**config.mk**
```make
export PLATFORM = sky130hd
export DESIGN_NAME = float_sample_to_pcm_converter_unit
export DESIGN_NICKNAME = d
export VERILOG_FILES = /design/src/rtl/fspc_pkg.sv /design/src/rtl/float_sample_to_pcm_converter_unit.sv
export VERILOG_INCLUDE_DIRS = /design/src /design/src/rtl
export SDC_FILE = /design/constraint.sdc
export NUM_CORES = 2
export LEC_CHECK = 0
export BUFFER_PORTS_ARGS = -buffer_cell sky130_fd_sc_hd__buf_2
export CELL_PAD_IN_SITES_DETAIL_PLACEMENT = 1
export CELL_PAD_IN_SITES_GLOBAL_PLACEMENT = 2
export CORE_ASPECT_RATIO = 0.5
export CORE_MARGIN = 4
export CORE_UTILIZATION = 44
export CTS_CLUSTER_DIAMETER = 40
export DETAILED_ROUTE_END_ITERATION = 12
export GPL_TIMING_DRIVEN = 0
export HOLD_SLACK_MARGIN = 0.02
export PLACE_DENSITY_LB_ADDON = 0.1
export SETUP_SLACK_MARGIN = 0.1
export SLEW_MARGIN = 5
export SYNTH_ARGS = -nofsm -noshare
export SYNTH_HDL_FRONTEND = slang
export SYNTH_SLANG_ARGS = --single-unit
```
**constraint.sdc**
```tcl
create_clock -name clk -period 10.06 [get_ports clk]
set_input_delay 0.503 -clock clk [delete_from_list [all_inputs] [get_ports clk]]
set_output_delay 0.503 -clock clk [all_outputs]
set_load 0.03 [all_outputs]
```
**src/rtl/float_sample_to_pcm_converter_unit_macros.svh**
```systemverilog
// Assertion macros for the float sample to PCM converter.
`ifndef FLOAT_SAMPLE_TO_PCM_CONVERTER_UNIT_MACROS_SVH
`define FLOAT_SAMPLE_TO_PCM_CONVERTER_UNIT_MACROS_SVH
`ifndef ASSERT_OFF
// Same-cycle implication.
`define FSPC_ASSERT_IMPL(label, clk, rst_n, ante, cons) \
	label: assert property (@(posedge clk) disable iff (!rst_n) (ante) |-> (cons)) \
		else $error("assertion failed");
// Next-cycle implication.
`define FSPC_ASSERT_NEXT(label, clk, rst_n, ante, cons) \
	label: assert property (@(posedge clk) disable iff (!rst_n) (ante) |=> (cons)) \
		else $error("assertion failed");
`else
`define FSPC_ASSERT_IMPL(label, clk, rst_n, ante, cons)
`define FSPC_ASSERT_NEXT(label, clk, rst_n, ante, cons)
`endif
`endif

```
**src/rtl/fspc_pkg.sv**
```systemverilog
// Constants for the float sample to PCM converter.
`default_nettype none
package fspc_pkg;
	// output format codes
	localparam logic [2:0] FMT_INT16   = 3'd0;
	localparam logic [2:0] FMT_INT24   = 3'd1;
	localparam logic [2:0] FMT_INT32   = 3'd2;
	localparam logic [2:0] FMT_FLOAT32 = 3'd3;
	localparam logic [2:0] FMT_FLOAT64 = 3'd4;

	// register indexes
	localparam logic REG_OUT_FORMAT    = 1'b0;
	localparam logic REG_LITTLE_ENDIAN = 1'b1;

	// full scale plus 0.49999 as double significands (53 bits, hidden bit set)
	localparam logic [52:0] SCALE16_MANT = 53'((64'd32767 << 38) + 64'd137436204693);
	localparam logic [52:0] SCALE24_MANT = 53'((64'd8388607 << 30) + 64'd536860175);
	localparam logic [52:0] SCALE32_MANT = 53'((64'd2147483647 << 22) + 64'd2097110);

	// right shift of the rounded product is BIAS - exponent - product top bit
	localparam logic [7:0] SCALE16_BIAS = 8'd165;
	localparam logic [7:0] SCALE24_BIAS = 8'd157;
	localparam logic [7:0] SCALE32_BIAS = 8'd149;
endpackage
`default_nettype wire

```
**src/rtl/float_sample_to_pcm_converter_unit.sv**
```systemverilog
// Float32 audio sample to int16/int24/int32/float32/float64 converter, top level.
`default_nettype none
// Four register stages, one item per clock unless the output stalls: input capture,
// split multiply and float64 widening, product add and round to double, then shift,
// saturate and pack into the output register. An accepted item passes stage 1,
// stage 2 and stage 3 into the output register, which drives out_valid; an item may
// enter every cycle while no stall holds. A stall on the output holds a full stage
// only while every later stage is full too, so in_stall follows out_stall in the
// same cycle only once every stage holds an item. The 24 x 53 bit scale multiply,
// split into 24 x 27 and 24 x 26 halves, sets the stage split.
// Configuration is sampled as an item enters; write it only while idle.
`include "float_sample_to_pcm_converter_unit_macros.svh"
module float_sample_to_pcm_converter_unit (
	input  logic        clk,
	input  logic        arst_n,
	input  logic        cfg_we,
	input  logic        cfg_index,
	input  logic [2:0]  cfg_wdata,
	input  logic        in_valid,
	output logic        in_stall,
	input  logic [31:0] sample_bits,
	input  logic        last_sample,
	output logic        out_valid,
	input  logic        out_stall,
	output logic [63:0] out_bytes,
	output logic [3:0]  byte_count,
	output logic        last_out
);
	import fspc_pkg::*;

	// position of the leading one in a subnormal mantissa
	function automatic logic [4:0] lead_pos(input logic [22:0] m);
		logic [4:0] p;
		p = 5'd0;
		for (int i = 0; i < 23; i++) begin
			if (m[i]) p = 5'(i);
		end
		return p;
	endfunction

	logic [2:0] out_format_q;
	logic       little_endian_q;

	logic        valid_s1, valid_s2, valid_s3, valid_s4;
	logic        rdy1, rdy2, rdy3, rdy4;

	// stage 1
	logic        sign_s1, last_s1, le_s1;
	logic [7:0]  exp_s1;
	logic [22:0] man_s1;
	logic [2:0]  fmt_s1;
	// stage 2
	logic        sign_s2, last_s2, le_s2, nan_s2;
	logic [7:0]  exp_s2, bias_s2;
	logic [2:0]  fmt_s2;
	logic [50:0] pp_lo_s2;
	logic [49:0] pp_hi_s2;
	logic [63:0] pass_s2;
	// stage 3
	logic        sign_s3, last_s3, le_s3, nan_s3;
	logic [2:0]  fmt_s3;
	logic [53:0] r_s3;
	logic signed [9:0] t_s3;
	logic [63:0] pass_s3;

	// configuration registers
	always_ff @(posedge clk or negedge arst_n) begin
		if (!arst_n) begin
			out_format_q    <= FMT_INT16;
			little_endian_q <= 1'b1;
		end else if (cfg_we) begin
			unique case (cfg_index)
				REG_OUT_FORMAT:    out_format_q    <= cfg_wdata;
				REG_LITTLE_ENDIAN: little_endian_q <= cfg_wdata[0];
				default:           ;
			endcase
		end
	end

	// per-stage flow control
	assign rdy4     = !valid_s4 || !out_stall;
	assign rdy3     = !valid_s3 || rdy4;
	assign rdy2     = !valid_s2 || rdy3;
	assign rdy1     = !valid_s1 || rdy2;
	assign in_stall = !rdy1;

	always_ff @(posedge clk or negedge arst_n) begin
		if (!arst_n) begin
			valid_s1 <= 1'b0;
			valid_s2 <= 1'b0;
			valid_s3 <= 1'b0;
			valid_s4 <= 1'b0;
		end else begin
			if (rdy1) valid_s1 <= in_valid;
			if (rdy2) valid_s2 <= valid_s1;
			if (rdy3) valid_s3 <= valid_s2;
			if (rdy4) valid_s4 <= valid_s3;
		end
	end

	// stage 1: capture item and configuration
	always_ff @(posedge clk) begin
		if (rdy1) begin
			sign_s1 <= sample_bits[31];
			exp_s1  <= sample_bits[30:23];
			man_s1  <= sample_bits[22:0];
			last_s1 <= last_sample;
			fmt_s1  <= out_format_q;
			le_s1   <= little_endian_q;
		end
	end

	// stage A: scale select, split multiply, float64 widening
	logic [52:0] scale_a;
	logic [7:0]  bias_a;
	logic [23:0] mant24_a;
	logic [50:0] pp_lo_a;
	logic [49:0] pp_hi_a;
	logic [63:0] dbl_a;
	logic [4:0]  lp_a, shifts_a;
	logic [23:0] norm_a;

	always_comb begin
		case (fmt_s1)
			FMT_INT16: begin
				scale_a = SCALE16_MANT;
				bias_a  = SCALE16_BIAS;
			end
			FMT_INT24: begin
				scale_a = SCALE24_MANT;
				bias_a  = SCALE24_BIAS;
			end
			default: begin
				scale_a = SCALE32_MANT;
				bias_a  = SCALE32_BIAS;
			end
		endcase
		mant24_a = {1'b1, man_s1};
		pp_lo_a  = 51'(mant24_a) * 51'(scale_a[26:0]);
		pp_hi_a  = 50'(mant24_a) * 50'(scale_a[52:27]);

		lp_a     = lead_pos(man_s1);
		shifts_a = 5'd23 - lp_a;
		norm_a   = 24'(man_s1) << shifts_a;
		if (exp_s1 == 8'hFF) begin
			dbl_a = {sign_s1, 11'h7FF, man_s1, 29'b0};
		end else if (exp_s1 == 8'h00) begin
			if (man_s1 == 23'b0)
				dbl_a = {sign_s1, 63'b0};
			else
				dbl_a = {sign_s1, 11'(11'd897 - 11'(shifts_a)), norm_a[22:0], 29'b0};
		end else begin
			dbl_a = {sign_s1, 11'(11'(exp_s1) + 11'd896), man_s1, 29'b0};
		end
	end

	always_ff @(posedge clk) begin
		if (rdy2) begin
			sign_s2  <= sign_s1;
			last_s2  <= last_s1;
			le_s2    <= le_s1;
			nan_s2   <= (exp_s1 == 8'hFF) && (man_s1 != 23'b0);
			exp_s2   <= exp_s1;
			bias_s2  <= bias_a;
			fmt_s2   <= fmt_s1;
			pp_lo_s2 <= pp_lo_a;
			pp_hi_s2 <= pp_hi_a;
			pass_s2  <= (fmt_s1 == FMT_FLOAT32) ? {32'b0, sign_s1, exp_s1, man_s1} : dbl_a;
		end
	end

	// stage B: full product, round to 53 bits nearest even
	logic [76:0] p_b;
	logic        top_b;
	logic [53:0] r_b;
	logic signed [9:0] t_b;

	always_comb begin
		p_b   = (77'(pp_hi_s2) << 27) + 77'(pp_lo_s2);
		top_b = p_b[76];
		if (top_b)
			r_b = 54'(p_b[76:24]) + 54'(p_b[23] & ((p_b[22:0] != 23'b0) | p_b[24]));
		else
			r_b = 54'(p_b[75:23]) + 54'(p_b[22] & ((p_b[21:0] != 22'b0) | p_b[23]));
		t_b = $signed({2'b0, bias_s2}) - $signed({2'b0, exp_s2}) - $signed({9'b0, top_b});
	end

	always_ff @(posedge clk) begin
		if (rdy3) begin
			sign_s3 <= sign_s2;
			last_s3 <= last_s2;
			le_s3   <= le_s2;
			nan_s3  <= nan_s2;
			fmt_s3  <= fmt_s2;
			r_s3    <= r_b;
			t_s3    <= t_b;
			pass_s3 <= pass_s2;
		end
	end

	// stage C: truncate, saturate, format and pack
	logic [32:0] mag_c, lim_c, clamp_c, ival_c;
	logic        sat_c;
	logic [63:0] val_c, pack_c;
	logic [3:0]  cnt_c;

	always_comb begin
		sat_c = 1'b0;
		mag_c = 33'b0;
		if (t_s3 < 10'sd22)
			sat_c = 1'b1;
		else if (t_s3 < 10'sd64)
			mag_c = 33'(r_s3 >> t_s3[5:0]);

		case (fmt_s3)
			FMT_INT16: lim_c = 33'h0_0000_8000;
			FMT_INT24: lim_c = 33'h0_0080_0000;
			default:   lim_c = 33'h0_8000_0000;
		endcase

		// positive tops out at lim-1, negative at lim
		if (sign_s3)
			clamp_c = (sat_c || mag_c > lim_c) ? lim_c : mag_c;
		else
			clamp_c = (sat_c || mag_c >= lim_c) ? lim_c - 33'd1 : mag_c;
		if (nan_s3)
			ival_c = 33'b0;
		else
			ival_c = sign_s3 ? (~clamp_c + 33'd1) : clamp_c;

		case (fmt_s3)
			FMT_INT16: begin
				val_c = {48'b0, ival_c[15:0]};
				cnt_c = 4'd2;
			end
			FMT_INT24: begin
				val_c = {40'b0, ival_c[23:0]};
				cnt_c = 4'd3;
			end
			FMT_INT32: begin
				val_c = {32'b0, ival_c[31:0]};
				cnt_c = 4'd4;
			end
			FMT_FLOAT32: begin
				val_c = pass_s3;
				cnt_c = 4'd4;
			end
			default: begin
				val_c = pass_s3;
				cnt_c = 4'd8;
			end
		endcase

		// byte order within the valid bytes
		if (le_s3) begin
			pack_c = val_c;
		end else begin
			case (cnt_c)
				4'd2:    pack_c = {48'b0, val_c[7:0], val_c[15:8]};
				4'd3:    pack_c = {40'b0, val_c[7:0], val_c[15:8], val_c[23:16]};
				4'd4:    pack_c = {32'b0, val_c[7:0], val_c[15:8], val_c[23:16],
					val_c[31:24]};
				default: pack_c = {val_c[7:0], val_c[15:8], val_c[23:16], val_c[31:24],
					val_c[39:32], val_c[47:40], val_c[55:48], val_c[63:56]};
			endcase
		end
	end

	// output register
	always_ff @(posedge clk) begin
		if (rdy4) begin
			out_bytes  <= pack_c;
			byte_count <= cnt_c;
			last_out   <= last_s3;
		end
	end

	assign out_valid = valid_s4;

	// checks
	`FSPC_ASSERT_IMPL(a_count_legal, clk, arst_n, out_valid, (byte_count == 4'd2 || byte_count == 4'd3 || byte_count == 4'd4 || byte_count == 4'd8))
	`FSPC_ASSERT_IMPL(a_upper_clear, clk, arst_n, out_valid && byte_count != 4'd8, out_bytes[63:32] == 32'b0)
	`FSPC_ASSERT_NEXT(a_accept_lands, clk, arst_n, in_valid && !in_stall, valid_s1)
endmodule
`default_nettype wire

```
==> impl_metrics.tcl <==
set metrics [dict create \
    dr.pass1.iters 5 \
    grt.overflow.total 0 \
    die_h_um 252 \
    grt_first_pass_wirelength_um 294000 \
    setup_viol 0 \
    synth.cell_area_sq_mm 0.0524 \
    clk_latency_ns 0.67 \
    min_period_over_period_pct 97.1 \
    synth_edf_count 406 \
    multiInputGateArea_sq_mm 0.0357 \
    antenna_found_initial 3 \
    setup_tns_ns 0 \
    rsz0062_at_grt "false" \
    clock-skew-final_ns 0.0376 \
    relSlewSlack_pct 14.6 \
    place_area_sq_mm 0.0552 \
    period_needed_ns 9.77 \
    die_w_um 496 \
    hpwlAfterDp_um 167000 \
    tritoncts "yes" \
    cp.arrival_ns 10.31 \
    synthArstFlopShare_pct 1.93 \
    cts-buffers-inserted 52 \
    dieArea_sq_mm 0.125 \
    io_pins 113 \
    maxCapViolCount 0 \
    final_cell_mix "inv_1 (1016), fa_1 (768), ha_1 (434)" \
    path_max_fanout 11 \
    synthCells 5042 \
    stdcell_area_sq_mm 0.0581 \
    register_area_sq_mm 0.0124 \
    ys_types 97 \
    routed_wl_um 199000 \
    cp_common_cell "fa_1" \
    utilization_pct 49.2 \
    clk_root_buffer_cell "clkbuf_16" \
    clkSinkCount 414 \
    n_fill_cell 12969 \
    wl_per_cell_um 28.7 \
    path_clk_slew_ns 0.07 \
    synth_ff_type "edfxtp_1" \
    worstSetupPathType "flip-flop to flip-flop" \
    start_util_pct 44.4 \
    drt_iter0_markers 3020 \
    nets 6550 \
    synth_warnings 0 \
    grt_pass1_vias 42838 \
    cpMaxStageDelayCell "or4b_2" \
    holdCritPathClass "input port to flip-flop" \
    hold_viol_final 0 \
    holdWs_ns 0.0701 \
    endpoint_kind "flip-flop" \
    grtUsageTotal_pct 32.1 \
    via_per_inst 5.75 \
    synth_seq_cells 414 \
    worstPathRequired_ns 10.60 \
    synth-seq-area-share_pct 23.7 \
    syn-num-nets 6291 \
    gp_congestion 1.01 \
    syn_area_per_cell_sq_um 10.4 \
    clock_path_buffers 3 \
    htree_num_levels 2 \
    io_buffers 112 \
    drv_slew 0 \
    ant_nets 0 \
    startpoint_type "flip-flop" \
    drc_errors 0 \
    rows 89 \
    cp_slowest_stage_delay_ns 0.63 \
    drive_above_1_share_pct 9.00 \
    layout_commonest_cell "inv_1" \
    grt_start_max_net_pins 97 \
    syn_to_final_growth_pct 10.9 \
    status "completed" \
    max_freq_ghz 0.102 \
    coreArea_sq_mm 0.118 \
    vias 39890 \
    worstMarginPinSlew_ns 1.28 \
]
-- through the flow --
stage,instances,setup WS [ns]
after CTS,6928,0.0617
after detailed placement,6756,-2.93
after global placement,6746,-4.24
after floorplan,5042,0.868
final,6939,0.293
after global routing,6937,0.0608
-- logic make-up after synthesis --
kind of cell             after synthesis  share of synthesized area [%]
XOR/XNOR                             224                           3.74
flip-flops                           414                           23.7
AO/OA/AOI/OAI                        803                           10.6
AND/OR/NAND/NOR                     1057                           9.83
multiplexers                         140                           3.65
adder cells (fa/ha/maj)             1207                           39.9
buffers and inverters               1197                           8.66
-- flip-flops by register name, indices dropped and copies added, names as in the netlist, 4 cells and up --
name / cells
byte_count: 4
out_bytes: 64
man_s1: 23
pp_lo_s2: 51
r_s3: 38
exp_s1: 8
t_s3: 10
pp_hi_s2: 50
pass_s2: 63
exp_s2: 8
pass_s3: 63
-- routing by layer --
metal	up-vias	wire, um	track usage [%]
met5	-	0	0
met3	332	13500	5.56
met1	20774	88600	45.9
met2	1387	88800	49.7
li1	17397	-	-
met4	0	8200	11.1
-- cell usage after synthesis, types with 30 or more instances --
library cell	number	area share, %
xor2_1	64	1.1
mux4_2	37	1.6
fa_1	773	30
nor2_1	302	2.2
and2_1	40	0.48
nor4_1	41	0.49
a21o_1	68	0.97
nand4_1	41	0.49
nand2_1	258	1.8
inv_1	1026	7.4
edfxtp_1	406	23
clkbuf_1	127	0.91
nor3_1	77	0.74
nand3_1	83	0.79
and3_1	50	0.60
xnor2_1	160	2.7
o21a_1	30	0.43
a21oi_1	203	1.9
o21ai_0	124	1.2
nand2b_1	42	0.50
mux2i_1	65	1.2
ha_1	434	10
-- cell type report --
type                       instances  share of cell area [%]
clock inverter                    40                   0.893
sequential                       414                    21.3
inverter                        1034                    6.77
timing repair buffer             206                    2.62
clock buffer                      58                    2.28
antenna                            2                 0.00861
multi-input combinational       3431                    61.4
buffer                           162                    1.24
tap                             1592                    3.43
-- worst max-delay path, delay by kind of cell (launching register included) --
family	cells	cell delay [ns]
adders and majority gates	9	3.84
buffers and inverters	5	0.77
xor gates and xnor gates	1	0.15
and+or+nand+nor	8	2.33
DFF	1	0.53
AOI/OAI and AO/OA	9	1.97
-- final timing paths --
| check | start | end | slack, ns | cells past startpoint |
|---|---|---|---|---|
| setup / recovery | fmt_s1[1] | pp_lo_s2[47] | 0.29 | 32 |
| hold / removal | cfg_wdata[1] | out_format_q[1] | 0.07 | 2 |
| setup reg to reg | fmt_s1[1] | pp_lo_s2[47] | 0.29 | 32 |
| hold reg to reg | pass_s2[35] | pass_s3[35] | 0.42 | 0 |
| max in group asynchronous | arst_n | little_endian_q | 9.60 | 2 |
| min in group asynchronous | arst_n | valid_s1 | 0.22 | 2 |
-- timing repair --
item | 4_1_cts | 5_1_grt
setup buffers | 49 | 9
resized for setup | 80 | 40
hold endpoints to repair | 33 | 0
setup endpoints to repair | 60 | 11
pin swaps | 1 | 3
hold buffers | 26 | 0
Power is not shown: default switching activity piles up to over one toggle a cycle in this logic, so the estimate is an artifact.
